## config.mk

```make
export PLATFORM = sky130hd
export DESIGN_NAME = ascii_time_frame_parser
export DESIGN_NICKNAME = d
export VERILOG_FILES = /design/src/rtl/atfp_pkg.sv /design/src/rtl/ascii_time_frame_parser.sv /design/src/rtl/atfp_digit_check.sv
export SDC_FILE = /design/constraint.sdc
export NUM_CORES = 1
export LEC_CHECK = 0
export BUFFER_PORTS_ARGS = -buffer_cell sky130_fd_sc_hd__buf_2
export CORE_MARGIN = 2
export CORE_UTILIZATION = 59
export CTS_BUF_LIST = sky130_fd_sc_hd__clkbuf_2
export CTS_CLUSTER_DIAMETER = 30
export DETAILED_ROUTE_END_ITERATION = 6
export GPL_TIMING_DRIVEN = 0
export PLACE_DENSITY = 0.82
export SYNTH_ARGS = -nofsm -noshare
export SYNTH_HDL_FRONTEND = slang
export SYNTH_SLANG_ARGS = --single-unit
```

## constraint.sdc

```tcl
create_clock -name clk -period 5.7 [get_ports clk]
set_clock_uncertainty 0.2 [all_clocks]
set_input_delay 1.14 -clock clk [delete_from_list [all_inputs] [get_ports clk]]
set_output_delay 1.14 -clock clk [all_outputs]
set_load 0.01 [all_outputs]
```

## src/rtl/atfp_pkg.sv

```systemverilog
// Shared types and constants of the ASCII time frame parser.
package atfp_pkg;

	// Parser phase codes
	localparam logic [1:0] PH_HUNT1 = 2'd0;
	localparam logic [1:0] PH_HUNT2 = 2'd1;
	localparam logic [1:0] PH_DATA  = 2'd2;
	localparam logic [1:0] PH_SUM   = 2'd3;

	// Configuration register indexes
	localparam logic CFG_FIRST_HEADER  = 1'b0;
	localparam logic CFG_SECOND_HEADER = 1'b1;

	// Frame byte constants
	localparam logic [7:0] TYPE_A     = 8'h41;
	localparam logic [7:0] TYPE_G     = 8'h47;
	localparam logic [7:0] ASCII_ZERO = 8'h30;
	localparam int unsigned DIGIT_COUNT = 15;
	localparam logic [3:0] LAST_DIGIT = 4'd14;

	// Packed result word width, rounded up to whole bytes
	localparam int unsigned RESULT_BITS = 50;
	localparam int unsigned RESULT_BYTES_BITS = 56;

	// Verdict of the digit checker for one byte
	typedef struct packed {
		logic       ok;
		logic       last;
		logic [3:0] slot;
		logic [3:0] value;
	} digit_chk_t;

	// Result fields, first field in the highest bits
	typedef struct packed {
		logic [6:0]  second_bcd;
		logic [6:0]  minute_bcd;
		logic [5:0]  hour_bcd;
		logic [2:0]  weekday_digit;
		logic [5:0]  day_bcd;
		logic [4:0]  month_bcd;
		logic [15:0] year_bcd;
	} result_t;

	// Upper ASCII limit of each digit slot; slot 15 does not exist
	function automatic logic [7:0] digit_limit(input logic [3:0] slot);
		logic [7:0] lim;
		case (slot)
			4'd4:    lim = 8'h31;
			4'd6:    lim = 8'h33;
			4'd8:    lim = 8'h36;
			4'd9:    lim = 8'h32;
			4'd11:   lim = 8'h35;
			4'd13:   lim = 8'h35;
			4'd15:   lim = 8'h00;
			default: lim = 8'h39;
		endcase
		return lim;
	endfunction

endpackage

```

## src/rtl/ascii_time_frame_parser.sv

```systemverilog
// Top level of the ASCII time frame parser: frame state, digit store, result register.
//
// Usage: received bytes enter on the s_ channel, one word per byte. The block
// hunts for the two header bytes set through the cfg_ port, then checks a type
// byte ('A' or 'G') and fifteen ASCII digits against per-position limits while
// keeping an 8-bit wrapping sum from the first header on. When the trailing byte
// matches the sum, one result word with the time in packed BCD appears on the
// m_ channel; a bad byte or a wrong sum drops the frame silently.
// Throughput: one byte per cycle unless stalled; each is parsed in the cycle taken.
// Latency: the result is valid in the cycle after the checksum byte is taken,
// held in a single output register.
// Stall: while a result waits in the output register, bytes are still taken,
// except a checksum byte, which is held off until the result is taken.
// Reset (arst_n low): returns to the hunt for the first header, clears both
// header registers and the output valid. The digit store has no reset.
// Configuration writes are meant for idle periods only.
module ascii_time_frame_parser (
	input  logic        clk,
	input  logic        arst_n,
	// s_tdata fields, low bit up: rx_byte[7:0]
	input  logic        s_tvalid,
	output logic        s_tready,
	input  logic [7:0]  s_tdata,
	// m_tdata fields, low bit up: year_bcd[15:0], month_bcd[4:0], day_bcd[5:0],
	// weekday_digit[2:0], hour_bcd[5:0], minute_bcd[6:0], second_bcd[6:0], zero fill
	output logic        m_tvalid,
	input  logic        m_tready,
	output logic [55:0] m_tdata,
	input  logic        cfg_we,
	input  logic        cfg_index,
	input  logic [7:0]  cfg_data
);

	logic [7:0]           first_hdr_q;
	logic [7:0]           second_hdr_q;
	logic [1:0]           phase_q;
	logic [3:0]           field_pos_q;
	logic [7:0]           sum_q;
	logic [3:0]           digit_q [atfp_pkg::DIGIT_COUNT];
	logic                 out_valid_q;
	atfp_pkg::result_t    out_data_q;

	logic                 accept;
	logic [7:0]           rx_byte;
	logic [7:0]           sum_next;
	logic                 result_fire;
	atfp_pkg::digit_chk_t chk;
	atfp_pkg::result_t    result;

	assign rx_byte  = s_tdata;
	assign sum_next = sum_q + rx_byte;

	// Hold off a checksum byte while the result slot is still full
	assign s_tready = !(out_valid_q && (phase_q == atfp_pkg::PH_SUM));
	assign accept   = s_tvalid && s_tready;

	assign result_fire = accept && (phase_q == atfp_pkg::PH_SUM) && (rx_byte == sum_q);

	atfp_digit_check u_digit_check (
		.field_pos (field_pos_q),
		.rx_byte   (rx_byte),
		.chk       (chk)
	);

	// Write the header registers
	always_ff @(posedge clk or negedge arst_n) begin
		if (!arst_n) begin
			first_hdr_q  <= 8'h00;
			second_hdr_q <= 8'h00;
		end else if (cfg_we) begin
			case (cfg_index)
				atfp_pkg::CFG_FIRST_HEADER:  first_hdr_q  <= cfg_data;
				atfp_pkg::CFG_SECOND_HEADER: second_hdr_q <= cfg_data;
				default: ;
			endcase
		end
	end

	// Advance the frame parser on each accepted word
	always_ff @(posedge clk or negedge arst_n) begin
		if (!arst_n) begin
			phase_q     <= atfp_pkg::PH_HUNT1;
			field_pos_q <= 4'd0;
			sum_q       <= 8'h00;
		end else if (accept) begin
			case (phase_q)
				atfp_pkg::PH_HUNT1: begin
					if (rx_byte == first_hdr_q) begin
						field_pos_q <= 4'd0;
						sum_q       <= rx_byte;
						phase_q     <= atfp_pkg::PH_HUNT2;
					end
				end
				atfp_pkg::PH_HUNT2: begin
					if (rx_byte == second_hdr_q) begin
						field_pos_q <= 4'd0;
						sum_q       <= sum_next;
						phase_q     <= atfp_pkg::PH_DATA;
					end else if (rx_byte == first_hdr_q) begin
						field_pos_q <= 4'd0;
						sum_q       <= rx_byte;
					end else begin
						phase_q <= atfp_pkg::PH_HUNT1;
					end
				end
				atfp_pkg::PH_DATA: begin
					if (field_pos_q == 4'd0) begin
						if (rx_byte == atfp_pkg::TYPE_A || rx_byte == atfp_pkg::TYPE_G) begin
							sum_q       <= sum_next;
							field_pos_q <= 4'd1;
						end else begin
							phase_q <= atfp_pkg::PH_HUNT1;
						end
					end else if (!chk.ok) begin
						phase_q <= atfp_pkg::PH_HUNT1;
					end else begin
						sum_q <= sum_next;
						if (chk.last) begin
							phase_q <= atfp_pkg::PH_SUM;
						end else begin
							field_pos_q <= field_pos_q + 4'd1;
						end
					end
				end
				default: begin
					phase_q <= atfp_pkg::PH_HUNT1;
				end
			endcase
		end
	end

	// Store each good digit in its slot
	always_ff @(posedge clk) begin
		if (accept && (phase_q == atfp_pkg::PH_DATA) && (field_pos_q != 4'd0) && chk.ok) begin
			digit_q[chk.slot] <= chk.value;
		end
	end

	// Pack the stored digits into the result fields
	always_comb begin
		result.year_bcd      = {digit_q[0], digit_q[1], digit_q[2], digit_q[3]};
		result.month_bcd     = {digit_q[4][0], digit_q[5]};
		result.day_bcd       = {digit_q[6][1:0], digit_q[7]};
		result.weekday_digit = digit_q[8][2:0];
		result.hour_bcd      = {digit_q[9][1:0], digit_q[10]};
		result.minute_bcd    = {digit_q[11][2:0], digit_q[12]};
		result.second_bcd    = {digit_q[13][2:0], digit_q[14]};
	end

	// Hold the result until the receiver takes it
	always_ff @(posedge clk or negedge arst_n) begin
		if (!arst_n) begin
			out_valid_q <= 1'b0;
		end else if (result_fire) begin
			out_valid_q <= 1'b1;
		end else if (m_tready) begin
			out_valid_q <= 1'b0;
		end
	end

	always_ff @(posedge clk) begin
		if (result_fire) begin
			out_data_q <= result;
		end
	end

	assign m_tvalid = out_valid_q;
	assign m_tdata  = {{(atfp_pkg::RESULT_BYTES_BITS - atfp_pkg::RESULT_BITS){1'b0}}, out_data_q};

	// A checksum byte always ends the frame
	a_sum_ends_frame: assert property (@(posedge clk) disable iff (!arst_n)
		(accept && (phase_q == atfp_pkg::PH_SUM)) |=> (phase_q == atfp_pkg::PH_HUNT1))
		else $error("checksum byte did not return the parser to the hunt");

	// The checksum phase is entered only after the last digit slot
	a_sum_after_last: assert property (@(posedge clk) disable iff (!arst_n)
		(phase_q == atfp_pkg::PH_SUM) |-> (field_pos_q == 4'd15))
		else $error("checksum phase reached before the last digit");

	// Input is held off only for a checksum byte while a result waits
	a_stall_reason: assert property (@(posedge clk) disable iff (!arst_n)
		!s_tready |-> (m_tvalid && (phase_q == atfp_pkg::PH_SUM)))
		else $error("input stalled without a pending result");

	// A new result never lands on one that was not taken
	a_no_overwrite: assert property (@(posedge clk) disable iff (!arst_n)
		result_fire |-> !out_valid_q)
		else $error("result register overwritten");

endmodule

```

## src/rtl/atfp_digit_check.sv

```systemverilog
// Range check and value extraction for one ASCII digit of the time frame.
module atfp_digit_check (
	input  logic [3:0]              field_pos,
	input  logic [7:0]              rx_byte,
	output atfp_pkg::digit_chk_t    chk
);

	logic [3:0] slot;

	// Map the field position (1..15) to a digit slot (0..14)
	assign slot = field_pos - 4'd1;

	// Accept bytes from '0' up to the slot limit
	always_comb begin
		chk.slot  = slot;
		chk.last  = (slot == atfp_pkg::LAST_DIGIT);
		chk.value = 4'(rx_byte - atfp_pkg::ASCII_ZERO);
		chk.ok    = (slot != 4'd15) && (rx_byte >= atfp_pkg::ASCII_ZERO)
			&& (rx_byte <= atfp_pkg::digit_limit(slot));
	end

endmodule

```

After elaboration in Yosys (flattened, before gate mapping)
Memories as Yosys holds them, arrays and structs flattened. A register that Yosys moved wholly into a read port is not among the register bits.
Cells that the tools add are included.
{"block": "classes", "shift": 0, "n_reduce_logical": 22, "n_eq_ne": 24, "n_div": 0, "n_lt_le_gt_ge": 2, "n_bitwise": 1, "n_addsub": 4, "muxes": 26, "mul": 0}
{"op": "$mux 8", "count": 5}
{"op": "$pmux 6 s6", "count": 1}
{"op": "$eq 4x4->1 const B", "count": 6}
{"op": "$eq 8x8->1", "count": 3}
{"op": "$mux 4", "count": 6}
{"op": "$pmux 8 s3", "count": 1}
{"op": "$eq 8x7->1 const B", "count": 2}
{"op": "$ne 3x3->1 const B", "count": 5}
{"op": "$mux 2", "count": 7}
{"op": "$pmux 4 s3", "count": 1}
{"op": "$reduce_and 5->1", "count": 2}
{"op": "$logic_and 1x1->1", "count": 9}
{"op": "$add 8x8->8", "count": 1}
{"op": "$eq 4x3->1 const B", "count": 2}
{"op": "$ge 8x6->1 const B", "count": 1}
{"op": "$le 8x6->1", "count": 1}
{"op": "$ne 4x4->1 const B", "count": 2}
{"op": "$sub 4x1->4 const B", "count": 2}
{"op": "$pmux 2 s3", "count": 1}
{"op": "$add 4x1->4 const B", "count": 1}
{"op": "$eq 2x2->1 const B", "count": 2}
{"op": "$logic_not 4->1", "count": 1}
{"op": "$mux 1", "count": 4}
{"op": "$reduce_and 2->1", "count": 2}
{"op": "11 further kinds", "count": 11}
{"block": "word_totals", "out_inout_bits": 58, "latch_bits": 0, "romBits": 0, "mem_bits_rw": 60, "regBits": 31, "n_memories": 1, "inputBits": 22, "elab_cells": 86}
{"memory": "digit_q", "depth": 15, "word_bits": 4, "read_ports": 15, "rd_ports_with_merged_regs": 15, "write_ports": 1, "line": "ascii_time_frame_parser.sv:39", "source": "logic [3:0] digit_q [atfp_pkg::DIGIT_COUNT];"}

Logic depth before layout (Yosys ltp)
{"block": "logic_depth", "word_depth": 9, "ltp_mapped": 16, "depth_no_buf": 15}

Modules after synthesis
A second synthesis with hierarchy kept.
{"block": "hier_totals", "cells_unflattened": 383, "hier_area_um2": 5614.1}
{"module": "ascii_time_frame_parser", "n_inst": 1, "seq_area_each_um2": 3778.6, "area_per_inst_um2": 5178.7, "cells_each": 328}
{"module": "atfp_digit_check", "n_inst": 1, "seq_area_each_um2": 0.0, "area_per_inst_um2": 435.4, "cells_each": 55}

Worst setup path before layout
Ideal clock, no wire load.
{"block": "synth_path", "path_type": "input to register", "startpoint": "input s_tdata[4]", "endpoint": "register, netlist name m_tdata[0]", "required_ns": 4.978, "arrival_ns": 5.319, "n_path_buf": 0, "cell_stages": 4, "setup_slack_ns": -0.341, "setup_ns": 0.522, "cell_sequence": "ha_1 nor4b_1 nand2_1 nor3_1"}
{"block": "synth_between", "elab_chain_cells": 2}
{"element": "start: declaration", "line": "ascii_time_frame_parser.sv:23", "source": "input logic [7:0] s_tdata,"}
{"element": "$eq 8x8->1", "line": "ascii_time_frame_parser.sv:57", "source": "assign result_fire = accept && (phase_q == atfp_pkg::PH_SUM) && (rx_byte == sum_q);"}
{"element": "$logic_and 1x1->1", "line": "ascii_time_frame_parser.sv:57"}
{"element": "via result_fire", "line": "ascii_time_frame_parser.sv:46", "source": "logic result_fire;"}
The timed path passes the listed nets, and every way through them passes these cells.
A chain may end at the register's enable or synchronous reset.

Worst setup path after layout
{"block": "layout_path", "startpoint": "register field_pos_q[0]", "endpoint": "memory digit_q[3][2] (enable)"}
{"block": "layout_between", "elab_chain_cells": 9, "elab_cells_between_ends": 19, "classes_between": "1 x add/sub; 1 x order compare; 8 x eq/ne; 3 x mux; 6 x reduce/logical"}
{"element": "start: declaration", "line": "ascii_time_frame_parser.sv:37", "source": "logic [3:0] field_pos_q;"}
{"element": "start signal: assignment", "line": "ascii_time_frame_parser.sv:121", "source": "field_pos_q <= field_pos_q + 4'd1;"}
{"element": "$sub 4x1->4", "line": "atfp_digit_check.sv:11", "source": "assign slot = field_pos - 4'd1;"}
{"element": "$eq 4x4->1", "line": "atfp_pkg.sv:47", "source": "case (slot)"}
{"element": "$reduce_or 2->1 (no line)"}
{"element": "$pmux 6 s6", "line": "atfp_pkg.sv:47"}
{"element": "$le 8x6->1", "line": "atfp_digit_check.sv:19", "source": "&& (rx_byte <= atfp_pkg::digit_limit(slot));"}
{"element": "$logic_and 1x1->1", "line": "atfp_digit_check.sv:19"}
{"element": "$logic_and 1x1->1", "line": "ascii_time_frame_parser.sv:134", "source": "if (accept && (phase_q == atfp_pkg::PH_DATA) && (field_pos_q != 4'd0) && chk.ok) begin"}
{"element": "$mux 1", "line": "ascii_time_frame_parser.sv:134"}
{"element": "$mux 1 (implied by the code)", "line": "ascii_time_frame_parser.sv:135", "source": "digit_q[chk.slot] <= chk.value;"}
{"element": "end: declaration", "line": "ascii_time_frame_parser.sv:39"}
Several ways; a longest one is shown, not always the timed one.

==> results.toml <==
[timing]
hold_viol = 0
setup_viol = 0
rsz0062_at_grt = "false"
finalCritPeriodShare_pct = 82.1
max_freq_mhz = 214
fin_setup_tns_ps = 0
min_period_ps = 4680
max_slew_margin_pct = 51.3
drv_slew = 0
worst_pin_slew_ps = 728

[power]
p_sw_mw = 0.452
p_sw_share_pct = 25.6
p_per_area_nw_per_um2 = 273
ir_drop_mv = 0.134
power_leakage_nw = 2.51
clock_power_share_pct = 30.1
pwr-share-seq_pct = 60.2
pwr-share-comb_pct = 9.7
finalPower_mw = 1.77
p_int_mw = 1.32

[setup_path]
critPathKind = "reg -> reg"
cp-end-kind = "flip-flop"
reg2reg_from = "field_pos_q[0]"
worstPathArrival_ps = 4770
cp-startpoint = "field_pos_q[0]"
worstPathRequired_ps = 5780
start_kind = "flip-flop"
cp_max_fo = 8

[clocking]
insertion_delay_ps = 640
cts_resized = 0
cts_hold_buf = 0
numCtsBuffers = 17
post_cts_buffers = 0
cts_sinks = 131
h-tree-depth = 4
clockRootBuffer = "clkbuf_2"
cts_buffer_depth = 2
cts.clk_slew.worst_paths_ps = 190
cts_tree = "built"

[flow_run]
maxCapViolCount = 0

[status]
status = "complete, no violations"

[logic_synthesis]
synth-edff-count = 100
synth_cells = 387
yosysWarnings = 0
syn_avg_cell_area_um2 = 14.6
async_reset_ff_share_pct = 23.7
yosysSeqAreaShare_pct = 66.8
synthFlopType = "edfxtp_1"
synth_cell_types = 55
synth_area_um2 = 5650
synth.ff_latch_count = 131

[global_routing]
grt_use_total_pct = 21.2
grt_pass1_wl_um = 16400
grt_max_degree = 32
grt_pass1_vias = 3412
gr-total-overflow = 0
antenna_found_initial = 0

[die]
core_area_um2 = 9280
die_w_um = 102
start_util_pct = 60.9
rows = 35
die_area_um2 = 10400
die_h_um = 102
boundaryPins = 80

[detailed_routing]
via_per_inst = 5.49
postRouteWirelength_um = 10100
drc = 0
drt.antenna.violating_nets = 0
wl_per_cell_um = 16.1
firstDrtPassIters = 4
num_vias = 3434
first_iter_violations = 236

[final_layout]
drive_gt1_share_pct = 28.4
areaGrowthSynthToFinish_pct = 14.5
stdcell_count = 626
fin_nets = 531
diodes = 0

[placement]
placed_cells = 595
gp_congestion = 0.883
hpwlAfterDp_um = 6960
io_buffer_count = 72

[worst_hold_path]
min-delay-start = "digit_q[10][3]"
hp-class = "reg -> reg"
## per-stage QoR
step                      util (%)  setup WS, ps  hold slack, ps  area [um2]
final                         69.7          1020             226        6470
after CTS                     69.7          1030             217        6470
after floorplan                  -          1210             200        5680
after global routing          69.7           669             235        6470
after detailed placement      67.3          1060             205        6250
after global placement        66.8          93.2             201        6200
## critical path: stages, from the launching register on
cell,delay (ps)
dfrtp_1,460
clkbuf_2,190
inv_1,100
ha_1,270
nand2b_1,210
and2_1,240
or2_2,340
inv_1,70
a21oi_1,60
ha_1,290
nor2b_1,130
o31ai_1,210
a21oi_1,190
nor3_1,500
nand3_1,310
nor3_1,570
## cell families after synthesis
family	synth area share, %
flip-flops	66.8
XOR/XNOR	3.72
multiplexers	3.92
adder cells (fa/ha/maj)	5.44
buffers and inverters	2.50
other	0.0663
AND/OR/NAND/NOR	8.10
AO/OA/AOI/OAI	9.43
## layout by cell type (no fill, tap or decap), drive strengths merged, types with 4 or more instances in the layout
cell / netlist / layout
edfxtp: 100 / 100
buf: 8 / 82
dfrtp: 31 / 31
nor2: 24 / 24
ha: 23 / 23
clkbuf: 4 / 21
xnor2: 20 / 20
nand2: 18 / 18
inv: 17 / 18
mux2: 17 / 17
a21oi: 11 / 11
nor3: 11 / 11
o21ai: 10 / 10
o2bb2ai: 10 / 10
clkinv: 0 / 10
a21o: 7 / 7
a22oi: 7 / 7
nand3: 6 / 6
conb: 1 / 6
nand4: 5 / 5
xor2: 4 / 4
a22o: 4 / 4
nor4: 4 / 4
## cells in the mapped netlist, drive strengths merged (2+ instances only)
library cell,instances,area share (%)
edfxtp,100,53
dfrtp,31,14
nor2,24,1.6
ha,23,5.1
xnor2,20,3.1
nand2,18,1.2
inv,17,1.1
mux2,17,3.4
a21oi,11,0.97
nor3,11,1.2
o21ai,10,0.89
o2bb2ai,10,1.5
buf,8,1.1
a21o,7,0.93
a22oi,7,0.93
nand3,6,0.53
nand4,5,0.55
a22o,4,0.62
clkbuf,4,0.29
nor4,4,0.71
xor2,4,0.62
a31oi,3,0.33
and3,3,0.33
mux2i,3,0.53
nor2b,3,0.33
o2111ai,3,0.58
o211ai,3,0.40
and2,2,0.22
nand2b,2,0.22
nor3b,2,0.27
o21a,2,0.27
o21bai,2,0.27
o31ai,2,0.27
or2,2,0.22
or4b,2,0.42
## sequential cells by signal, indices dropped and copies added (netlist names)
| signal | cells |
|---|---|
| m_tvalid | 1 |
| digit_q | 50 |
| phase_q | 2 |
| field_pos_q | 4 |
| first_hdr_q | 8 |
| m_tdata | 50 |
| second_hdr_q | 8 |
| sum_q | 8 |
## metal layers
| metal | track usage (%) | wire (um) | vias up |
|---|---|---|---|
| met1 | 26.6 | 4330 | 1625 |
| met5 | 0 | 0 | - |
| met3 | 6.09 | 621 | 17 |
| met4 | 6.97 | 191 | 0 |
| met2 | 35.9 | 4950 | 133 |
| li1 | - | - | 1659 |
## worst paths after layout
path / endpoint / slack (ps) / cells after the start
max in group asynchronous: second_hdr_q[4] / 4490 / 1
worst max-delay path: digit_q[3][2] / 1020 / 15
worst min register to register: m_tdata[33] / 230 / 0
worst max register to register: digit_q[3][2] / 1020 / 15
min in group asynchronous: sum_q[1] / 310 / 1
worst min-delay path: m_tdata[33] / 230 / 0
## power groups by stage
stage / Clock (mW) / Sequential, mW / Combinational, mW
after global routing: 0.584 / 1.07 / 0.191
after global placement: 0 / 1.08 / 0.164
after CTS: 0.543 / 1.07 / 0.172
after floorplan: 0 / 1.08 / 0.122
final: 0.533 / 1.07 / 0.171
after detailed placement: 0 / 1.09 / 0.171
## layout make-up
cell class | count | area, um2
Buffer | 12 | 77.6
Timing Repair Buffer | 74 | 403
Sequential cell | 131 | 3780
Inverter | 17 | 63.8
Tap cell | 129 | 161
Clock buffer | 17 | 85.1
Multi-Input combinational cell | 232 | 1760
Clock inverter | 14 | 139
Fill cell | 677 | 2810
Note: power is estimated with default switching activity, not from simulation.
